**config.mk**
```make
export PLATFORM = sky130hd
export DESIGN_NAME = indexed_list_shift_store
export DESIGN_NICKNAME = d
export VERILOG_FILES = /design/src/rtl/core/ilss_pkg.sv /design/src/rtl/core/ilss_mem.sv /design/src/rtl/core/ilss_ctrl.sv /design/src/rtl/core/indexed_list_shift_store.sv
export SDC_FILE = /design/constraint.sdc
export NUM_CORES = 2
export LEC_CHECK = 0
export BUFFER_PORTS_ARGS = -buffer_cell sky130_fd_sc_hd__buf_2
export CAP_MARGIN = 20
export CORE_MARGIN = 5
export CORE_UTILIZATION = 45
export DETAILED_ROUTE_END_ITERATION = 8
export PLACE_DENSITY = 0.59
export SLEW_MARGIN = 20
export SYNTH_ARGS = -nofsm -noshare
export SYNTH_HDL_FRONTEND = slang
export SYNTH_HIERARCHICAL = 1
export SYNTH_SLANG_ARGS = --single-unit
```
**constraint.sdc**
```tcl
create_clock -name clock -period 5.1 [get_ports clock]
set_input_delay 0.765 -clock clock [delete_from_list [all_inputs] [get_ports clock]]
set_output_delay 0.765 -clock clock [all_outputs]
set_load 0.01 [all_outputs]
```
**src/rtl/core/ilss_pkg.sv**
```systemverilog
package ilss_pkg;

   localparam logic [2:0] OP_APPEND = 3'd0;
   localparam logic [2:0] OP_INSERT = 3'd1;
   localparam logic [2:0] OP_DELETE = 3'd2;
   localparam logic [2:0] OP_EDIT   = 3'd3;
   localparam logic [2:0] OP_READ   = 3'd4;

   localparam logic [1:0] STATUS_OK     = 2'd0;
   localparam logic [1:0] STATUS_BOUNDS = 2'd1;
   localparam logic [1:0] STATUS_EMPTY  = 2'd2;
   localparam logic [1:0] STATUS_FULL   = 2'd3;

   localparam logic [31:0] READ_ERROR     = 32'hFFFF_FFFF;
   localparam logic [6:0]  INIT_CAP_RESET = 7'd8;

   typedef enum logic [2:0] {
      S_IDLE,
      S_SHIFT,
      S_PLACE,
      S_READ,
      S_DONE
   } state_type;

   typedef struct packed {
      logic [1:0]         status;
      logic signed [31:0] read_value;
      logic [6:0]         element_count;
      logic [6:0]         current_capacity;
   } rsp_type;

endpackage

```
**src/rtl/core/ilss_mem.sv**
```systemverilog
module ilss_mem
   import ilss_pkg::*;
#(
   parameter int DEPTH = 64,
   parameter int AW    = 6
) (
   input  logic          clock,
   input  logic          wr_en,
   input  logic [AW-1:0] wr_addr,
   input  logic [31:0]   wr_data,
   input  logic          rd_en,
   input  logic [AW-1:0] rd_addr,
   output logic [31:0]   rd_data
);

   logic [31:0] mem [DEPTH];
   logic [31:0] rd_data_ff;

   always_ff @(posedge clock) begin
      if (wr_en) begin
         mem[wr_addr] <= wr_data;
      end
   end

   always_ff @(posedge clock) begin
      if (rd_en) begin
         rd_data_ff <= mem[rd_addr];
      end
   end

   assign rd_data = rd_data_ff;

endmodule

```
**src/rtl/core/ilss_ctrl.sv**
```systemverilog
module ilss_ctrl
   import ilss_pkg::*;
#(
   parameter int DEPTH = 64,
   parameter int AW    = 6,
   parameter int CW    = 7
) (
   input  logic          clock,
   input  logic          reset,
   input  logic          req_valid,
   output logic          req_stall,
   input  logic [2:0]    req_opcode,
   input  logic [5:0]    req_position,
   input  logic [31:0]   req_item_value,
   input  logic          csr_wr_en,
   input  logic [6:0]    csr_wr_data,
   output logic          res_valid,
   input  logic          res_stall,
   output rsp_type       res,
   output logic          mem_wr_en,
   output logic [AW-1:0] mem_wr_addr,
   output logic [31:0]   mem_wr_data,
   output logic          mem_rd_en,
   output logic [AW-1:0] mem_rd_addr,
   input  logic [31:0]   mem_rd_data
);

   localparam int XW = (CW > 7) ? CW : 7;

   function automatic logic [CW-1:0] clamp_cap(input logic [6:0] v);
      logic [CW-1:0] r;
      if (v == 7'd0) begin
         r = CW'(1);
      end else if (XW'(v) > XW'(DEPTH)) begin
         r = CW'(DEPTH);
      end else begin
         r = CW'(v);
      end
      return r;
   endfunction

   state_type     state_ff, state_in;
   logic [CW-1:0] count_ff, count_in;
   logic [CW-1:0] cap_ff, cap_in;
   logic [AW-1:0] addr_ff, addr_in;
   logic [AW-1:0] last_ff, last_in;
   logic          dir_up_ff, dir_up_in;
   logic [31:0]   val_ff, val_in;
   logic [1:0]    status_ff, status_in;
   logic [31:0]   rd_ff, rd_in;

   logic          accept;
   logic [XW-1:0] pos_x, cnt_x, cap_x;
   logic [AW-1:0] pos_a, cnt_a;
   logic          has_room, at_depth;
   logic [CW:0]   cap_dbl;
   logic [CW-1:0] cap_grow, cap_half, count_dec;
   logic          shift_done;

   logic [1:0]    dec_status;
   logic [31:0]   dec_rd;
   logic          dec_wr, dec_rd_en, dec_shift, dec_read, dec_up;
   logic          dec_grow, dec_inc, dec_dec, dec_shrink;
   logic [AW-1:0] dec_wr_addr, dec_rd_addr, dec_last;

   assign accept     = req_valid && (state_ff == S_IDLE);
   assign pos_x      = XW'(req_position);
   assign cnt_x      = XW'(count_ff);
   assign cap_x      = XW'(cap_ff);
   assign pos_a      = AW'(req_position);
   assign cnt_a      = AW'(count_ff);
   assign has_room   = count_ff < cap_ff;
   assign at_depth   = cap_ff == CW'(DEPTH);
   assign cap_dbl    = {cap_ff, 1'b0};
   assign cap_grow   = (cap_dbl > (CW + 1)'(DEPTH)) ? CW'(DEPTH) : cap_dbl[CW-1:0];
   assign cap_half   = cap_ff >> 1;
   assign count_dec  = count_ff - CW'(1);
   assign shift_done = addr_ff == last_ff;

   always_comb begin
      dec_status  = STATUS_OK;
      dec_rd      = 32'd0;
      dec_wr      = 1'b0;
      dec_rd_en   = 1'b0;
      dec_shift   = 1'b0;
      dec_read    = 1'b0;
      dec_up      = 1'b0;
      dec_grow    = 1'b0;
      dec_inc     = 1'b0;
      dec_dec     = 1'b0;
      dec_shrink  = 1'b0;
      dec_wr_addr = cnt_a;
      dec_rd_addr = pos_a;
      dec_last    = pos_a;
      case (req_opcode)
         OP_APPEND: begin
            if (!has_room && at_depth) begin
               dec_status = STATUS_FULL;
            end else begin
               dec_grow = !has_room;
               dec_inc  = 1'b1;
               dec_wr   = 1'b1;
            end
         end
         OP_INSERT: begin
            if (pos_x >= cap_x || pos_x > cnt_x) begin
               dec_status = STATUS_BOUNDS;
            end else if (!has_room && at_depth) begin
               dec_status = STATUS_FULL;
            end else begin
               dec_grow = !has_room;
               dec_inc  = 1'b1;
               dec_up   = 1'b1;
               if (pos_x == cnt_x) begin
                  dec_wr = 1'b1;
               end else begin
                  dec_rd_en   = 1'b1;
                  dec_rd_addr = AW'(count_ff - CW'(1));
                  dec_shift   = 1'b1;
               end
            end
         end
         OP_DELETE: begin
            if (pos_x >= cnt_x) begin
               dec_status = STATUS_BOUNDS;
            end else begin
               dec_dec    = 1'b1;
               dec_shrink = (cap_ff > CW'(1)) && (count_dec < cap_half);
               dec_last   = AW'(count_dec);
               if (pos_x + XW'(1) < cnt_x) begin
                  dec_rd_en   = 1'b1;
                  dec_rd_addr = pos_a + AW'(1);
                  dec_shift   = 1'b1;
               end
            end
         end
         OP_EDIT: begin
            if (pos_x >= cnt_x) begin
               dec_status = STATUS_BOUNDS;
            end else begin
               dec_wr      = 1'b1;
               dec_wr_addr = pos_a;
            end
         end
         OP_READ: begin
            if (count_ff == CW'(0)) begin
               dec_status = STATUS_EMPTY;
               dec_rd     = READ_ERROR;
            end else if (pos_x >= cnt_x) begin
               dec_status = STATUS_BOUNDS;
               dec_rd     = READ_ERROR;
            end else begin
               dec_rd_en = 1'b1;
               dec_read  = 1'b1;
            end
         end
         default: begin
         end
      endcase
   end

   always_comb begin
      state_in = state_ff;
      case (state_ff)
         S_IDLE: begin
            if (accept) begin
               if (dec_shift) begin
                  state_in = S_SHIFT;
               end else if (dec_read) begin
                  state_in = S_READ;
               end else begin
                  state_in = S_DONE;
               end
            end
         end
         S_SHIFT: begin
            if (shift_done) begin
               state_in = dir_up_ff ? S_PLACE : S_DONE;
            end
         end
         S_PLACE: begin
            state_in = S_DONE;
         end
         S_READ: begin
            state_in = S_DONE;
         end
         S_DONE: begin
            if (!res_stall) begin
               state_in = S_IDLE;
            end
         end
         default: begin
            state_in = S_IDLE;
         end
      endcase
   end

   always_comb begin
      req_stall   = 1'b1;
      res_valid   = 1'b0;
      mem_wr_en   = 1'b0;
      mem_wr_addr = dec_wr_addr;
      mem_wr_data = req_item_value;
      mem_rd_en   = 1'b0;
      mem_rd_addr = dec_rd_addr;
      case (state_ff)
         S_IDLE: begin
            req_stall = 1'b0;
            mem_wr_en = accept && dec_wr;
            mem_rd_en = accept && dec_rd_en;
         end
         S_SHIFT: begin
            mem_wr_en   = 1'b1;
            mem_wr_addr = dir_up_ff ? addr_ff + AW'(1) : addr_ff - AW'(1);
            mem_wr_data = mem_rd_data;
            mem_rd_en   = !shift_done;
            mem_rd_addr = dir_up_ff ? addr_ff - AW'(1) : addr_ff + AW'(1);
         end
         S_PLACE: begin
            mem_wr_en   = 1'b1;
            mem_wr_addr = last_ff;
            mem_wr_data = val_ff;
         end
         S_DONE: begin
            res_valid = 1'b1;
         end
         default: begin
         end
      endcase
   end

   always_comb begin
      count_in  = count_ff;
      cap_in    = cap_ff;
      addr_in   = addr_ff;
      last_in   = last_ff;
      dir_up_in = dir_up_ff;
      val_in    = val_ff;
      status_in = status_ff;
      rd_in     = rd_ff;
      if (csr_wr_en) begin
         count_in = CW'(0);
         cap_in   = clamp_cap(csr_wr_data);
      end else if (accept) begin
         status_in = dec_status;
         rd_in     = dec_rd;
         addr_in   = dec_rd_addr;
         last_in   = dec_last;
         dir_up_in = dec_up;
         val_in    = req_item_value;
         if (dec_grow) begin
            cap_in = cap_grow;
         end else if (dec_shrink) begin
            cap_in = cap_half;
         end
         if (dec_inc) begin
            count_in = count_ff + CW'(1);
         end else if (dec_dec) begin
            count_in = count_dec;
         end
      end else if (state_ff == S_SHIFT) begin
         addr_in = mem_rd_addr;
      end else if (state_ff == S_READ) begin
         rd_in = mem_rd_data;
      end
   end

   always_ff @(posedge clock) begin
      if (reset) begin
         state_ff <= S_IDLE;
         count_ff <= CW'(0);
         cap_ff   <= clamp_cap(INIT_CAP_RESET);
      end else begin
         state_ff <= state_in;
         count_ff <= count_in;
         cap_ff   <= cap_in;
      end
   end

   always_ff @(posedge clock) begin
      addr_ff   <= addr_in;
      last_ff   <= last_in;
      dir_up_ff <= dir_up_in;
      val_ff    <= val_in;
      status_ff <= status_in;
      rd_ff     <= rd_in;
   end

   assign res.status           = status_ff;
   assign res.read_value       = rd_ff;
   assign res.element_count    = 7'(count_ff);
   assign res.current_capacity = 7'(cap_ff);

endmodule

```
**src/rtl/core/indexed_list_shift_store.sv**
```systemverilog
// Channel   Direction  Handshake          Payload
// req_      in         req_valid/stall    opcode, position, item_value
// rsp_      out        rsp_valid/stall    status, read_value, element_count, current_capacity
// csr_      in         csr_wr_en          initial_capacity (write only)
//
// Append, edit, unused opcodes and refused beats go straight to the done state, a read via
// the read state. Inserts below the count and deletes below the last entry shift the entries
// through the memory's single read and write port, and an insert then places its item.
// Reset clears the count and loads the capacity; the memory is not cleared.
// The input stalls from acceptance until the result has moved into the output register.
// A stalled output register holds the finished result in the core and keeps the input stalled.
module indexed_list_shift_store
   import ilss_pkg::*;
#(
   parameter int DEPTH = 64
) (
   input  logic               clock,
   input  logic               reset,
   input  logic               req_valid,
   output logic               req_stall,
   input  logic [2:0]         req_opcode,
   input  logic [5:0]         req_position,
   input  logic signed [31:0] req_item_value,
   output logic               rsp_valid,
   input  logic               rsp_stall,
   output logic [1:0]         rsp_status,
   output logic signed [31:0] rsp_read_value,
   output logic [6:0]         rsp_element_count,
   output logic [6:0]         rsp_current_capacity,
   input  logic               csr_wr_en,
   input  logic [6:0]         csr_wr_data
);

   localparam int AW = $clog2(DEPTH);
   localparam int CW = $clog2(DEPTH + 1);

   logic          res_valid, res_stall;
   rsp_type       res;
   logic          mem_wr_en, mem_rd_en;
   logic [AW-1:0] mem_wr_addr, mem_rd_addr;
   logic [31:0]   mem_wr_data, mem_rd_data;

   logic          rsp_valid_ff, rsp_valid_in;
   rsp_type       rsp_ff, rsp_in;
   logic          load;

   ilss_ctrl #(
      .DEPTH (DEPTH),
      .AW    (AW),
      .CW    (CW)
   ) u_ctrl (
      .clock          (clock),
      .reset          (reset),
      .req_valid      (req_valid),
      .req_stall      (req_stall),
      .req_opcode     (req_opcode),
      .req_position   (req_position),
      .req_item_value (req_item_value),
      .csr_wr_en      (csr_wr_en),
      .csr_wr_data    (csr_wr_data),
      .res_valid      (res_valid),
      .res_stall      (res_stall),
      .res            (res),
      .mem_wr_en      (mem_wr_en),
      .mem_wr_addr    (mem_wr_addr),
      .mem_wr_data    (mem_wr_data),
      .mem_rd_en      (mem_rd_en),
      .mem_rd_addr    (mem_rd_addr),
      .mem_rd_data    (mem_rd_data)
   );

   ilss_mem #(
      .DEPTH (DEPTH),
      .AW    (AW)
   ) u_mem (
      .clock   (clock),
      .wr_en   (mem_wr_en),
      .wr_addr (mem_wr_addr),
      .wr_data (mem_wr_data),
      .rd_en   (mem_rd_en),
      .rd_addr (mem_rd_addr),
      .rd_data (mem_rd_data)
   );

   assign res_stall = rsp_valid_ff && rsp_stall;
   assign load      = res_valid && !res_stall;

   always_comb begin
      rsp_valid_in = rsp_valid_ff;
      rsp_in       = rsp_ff;
      if (load) begin
         rsp_valid_in = 1'b1;
         rsp_in       = res;
      end else if (!rsp_stall) begin
         rsp_valid_in = 1'b0;
      end
   end

   always_ff @(posedge clock) begin
      if (reset) begin
         rsp_valid_ff <= 1'b0;
      end else begin
         rsp_valid_ff <= rsp_valid_in;
      end
   end

   always_ff @(posedge clock) begin
      rsp_ff <= rsp_in;
   end

   assign rsp_valid            = rsp_valid_ff;
   assign rsp_status           = rsp_ff.status;
   assign rsp_read_value       = rsp_ff.read_value;
   assign rsp_element_count    = rsp_ff.element_count;
   assign rsp_current_capacity = rsp_ff.current_capacity;

endmodule
```
==> impl_results.md <==
- Status: complete, no violations
- WL/cell: 32.57 µm
- Yosys reg bits: 2225
- Via/cell ratio: 6.113
- ANT nets after route: 0
- Slew HR: 0.2550
- CP startpoint kind: register
- Max-cap viol count: 0
- GP Congestion: 0.9333
- Setup TNS: 0 ns
- Cells after synthesis: 4210
- Primary FF master, synth: edfxtp_1
- Cts-stage hold buffer count: 0
- Post-synth cell types: 82
- Worst slew pin tran: 1.118 ns
- Full die area: 201800 µm²
- FF/Latch Area: 66640 µm²
- Slowest CP cell: or4_1
- Fraction of final layout cells sized beyond drive strength 1: 0.3266
- Clock root cell: clkbuf_16
- Final core occ: 0.5401
- Peak Freq: 200.6 MHz
- Core area: 192200 µm²
- Initial drt markers: 5564
- Comb power frac: 0.094
- Antenna violations before repair: 12
- Top Ports: 103
- Ys async rst share: 0
- Post-Syn Area: 86800 µm²
- Setup CP Type: register to register
- DR pass1 iterations: 5
- CTS tree: done
- Seq/Total Area, Yosys: 0.7677
- Multi-input gate area: 19740 µm²
- IO Port Bufs: 102
- Switching power: 0.009144 W
- Vias in the first global route: 46240
- Clock group share of total power: 0.397
- Final HPWL DP: 159600 µm
- CTS Buf Count: 222
- Pin count of the biggest net entering global routing: 65
- RSZ-0062 raised after global routing: true
- Largest area contributor in the netlist: edfxtp_1
- Worst-path cell chain: inv_1 -> ha_1 -> nand3_1 -> or2_1 -> o21ai_2 -> nand2_1 -> or4_1 -> o22ai_1 -> o31a_2 -> buf_12 -> buf_12 -> buf_4 -> mux4_2 -> nor2b_1 -> a211oi_4 -> o22ai_4 -> and3_1
- Drt drc: 0
- Int Power: 0.03082 W
- Clock skew: 0.05163 ns
- Peak supply drop: 0.3726 mV
- Synth warn: 6
- Delay of the slowest cell on the worst path: 0.55 ns
- CP max FO: 19
- Mean Syn Cell Area: 20.62 µm²
- Final WL: 248700 µm
- H-tree lvl count: 4
- Total global routing overflow: 0
- Design Area, Final: 103800 µm²
- Top cells by area, synth: edfxtp_1 (76%), mux4_2 (12%), mux2i_1 (1.5%)
- GRT Util Overall: 0.2447
- Area Growth Syn to Fin: 19.58%
- Fraction of power spent switching nets: 0.2288
- Vias: 46680
- CTS sink cnt: 2225
- First-pass GRT wire length: 350600 µm
- Hold_ws: 0.08872 ns
- Crit path arrival time: 5.59 ns
- Fin. max-slew vios: 0
- Post-synth top area share: 0.7635
- Flop pwr share: 0.509
- Final worst path period need: 4.984 ns
- Static Leak: 33.83 nW
- Worst min path class: primary input to register
- Placed Area: 96500 µm²
- P per Cell Area: 385.0 nW/µm²
- Most frequent CP cell: buf_12
- Crit path capture type: register
- Post-synthesis net count: 4298
- Fillers: 14850
- Post-synth EDFFs: 2207
- CTS Buffer Depth: 3
- Initial Util: 0.4517
- Data required time of the critical path: 5.71 ns
- Die Height: 449.2 µm
- Clk_lat worst skew: 0.87 ns
- Final #Nets: 4992
- Die W: 449.2 µm
- Period utilization: 0.9772
- CTS clock-pin slew for the worst setup and hold paths: 0.06 ns
- Final Hold Viols: 0
- Row count: 161
- Endpoints failing setup: 0
==> final cells by class <==
| type | count | area share |
|---|---|---|
| Sequential cell | 2225 | 0.6420 |
| Multi-Input combinational cell | 1721 | 0.1901 |
| Timing Repair Buffer | 709 | 0.06806 |
| Clock buffer | 285 | 0.05662 |
| Tap cell | 2526 | 0.03045 |
| Clock inverter | 127 | 0.01139 |
| Inverter | 25 | 0.0009041 |
| Antenna cell | 19 | 0.0004581 |
==> worst max-delay path, delay by kind of cell (launching register included) <==
family / cells / cell delay [ns]
adders and majority gates: 1 / 0.36
DFF: 1 / 0.40
buffers and inverters: 4 / 0.86
and+or+nand+nor: 6 / 1.38
muxes: 1 / 0.53
AOI/OAI and AO/OA: 5 / 1.11
==> through the flow <==
stage,power (W),instances,setup slack (ns)
floorplan,0.02259,4210,-0.09420
global placement,0.02441,7200,-0.8052
detailed placement,0.02445,7200,-0.7930
CTS,0.04024,7612,0.005984
global route,0.04122,7628,-0.03102
finish,0.03996,7637,0.1161
==> placed cells by master (no fill, tap or decap), types with 81 or more instances in the layout <==
| cell | netlist | layout |
|---|---|---|
| edfxtp_1 | 2207 | 2207 |
| mux4_2 | 456 | 456 |
| buf_4 | 23 | 447 |
| clkbuf_16 | 0 | 227 |
| buf_12 | 0 | 156 |
| nand2_1 | 176 | 142 |
| mux2i_1 | 127 | 127 |
| buf_2 | 61 | 102 |
| a22oi_1 | 91 | 91 |
| nand3_1 | 81 | 81 |
==> logic make-up after synthesis <==
logic type,share of synthesized area
adder cells (fa/ha/maj),0.005045
multiplexers,0.1388
AND/OR/NAND/NOR,0.03366
flip-flops,0.7677
AO/OA/AOI/OAI,0.03790
buffers and inverters,0.01449
XOR/XNOR,0.002422
==> cell usage after synthesis, types with 6 or more instances <==
library cell  number
mux2i_1          127
xnor2_1           16
nand2_1          176
buf_6             13
edfxtp_1        2207
nor4_1             7
mux4_2           456
mux2_2            40
a211o_1           10
nand4_1           51
buf_1             28
o22ai_1           79
inv_1             25
o22a_1             8
and3_1            16
a211oi_1          23
nor3b_1            7
buf_2             61
o221ai_1          39
clkbuf_1         113
dfxtp_1           18
a31oi_1           20
o31ai_1            9
a221o_1           22
nor2_1           125
or2_2              6
o21ai_0           26
buf_4             23
nor3_1            29
ha_1              35
nor2b_1           28
nand3_1           81
a21o_1            38
nand4b_1           8
a21oi_1           33
xor2_1             8
nand2b_1          14
a22oi_1           91
==> metal layers <==
layer  vias up  wire, µm  global-route usage
li1      19100         -                   -
met1     24840     98680              0.3445
met2      2346    115400              0.3777
met3       395     23600             0.05067
met4         2     10970             0.09848
met5         -        13                   0
==> power by group through the flow <==
| stage | Combinational [W] | Sequential (W) | Clock, W |
|---|---|---|---|
| floorplan | 0.00185 | 0.0207 | 0 |
| global placement | 0.00369 | 0.0207 | 0 |
| detailed placement | 0.00372 | 0.0207 | 0 |
| CTS | 0.00374 | 0.0203 | 0.0162 |
| global route | 0.00394 | 0.0203 | 0.0169 |
| finish | 0.00376 | 0.0203 | 0.0159 |
==> flip-flops by register name, summed over array words and instances, names as in the netlist <==
register	count
u_ctrl/status_ff	2
rsp_status	2
u_ctrl/addr_ff	6
rsp_valid	1
u_ctrl/val_ff	32
u_ctrl/state_ff	3
u_ctrl/last_ff	6
rsp_element_count	7
u_mem/rd_data	32
u_ctrl/rd_ff	32
u_ctrl/dir_up_ff	1
u_ctrl/cnt_x	7
u_mem/mem	2048
rsp_read_value	32
rsp_current_capacity	7
u_ctrl/cap_ff	7
==> repair_timing <==
action | CTS | global route
pin swaps | 1 | 4
gates resized for setup | 11 | 15
setup endpoints to repair | 6 | 15
cloned | 0 | 1
setup buffers | 0 | 5
==> final timing paths <==
kind	end	depth (start not counted)	startpoint	slack (ns)
max reg2reg	u_mem/rd_data[22]	17	u_ctrl/cnt_x[2]	0.12
max	u_mem/rd_data[22]	17	u_ctrl/cnt_x[2]	0.12
min	u_ctrl/val_ff[28]	1	req_item_value[28]	0.09
min reg2reg	rsp_read_value[9]	0	u_ctrl/rd_ff[9]	0.41
No activity file was read; power rests on OpenSTA's default activity.
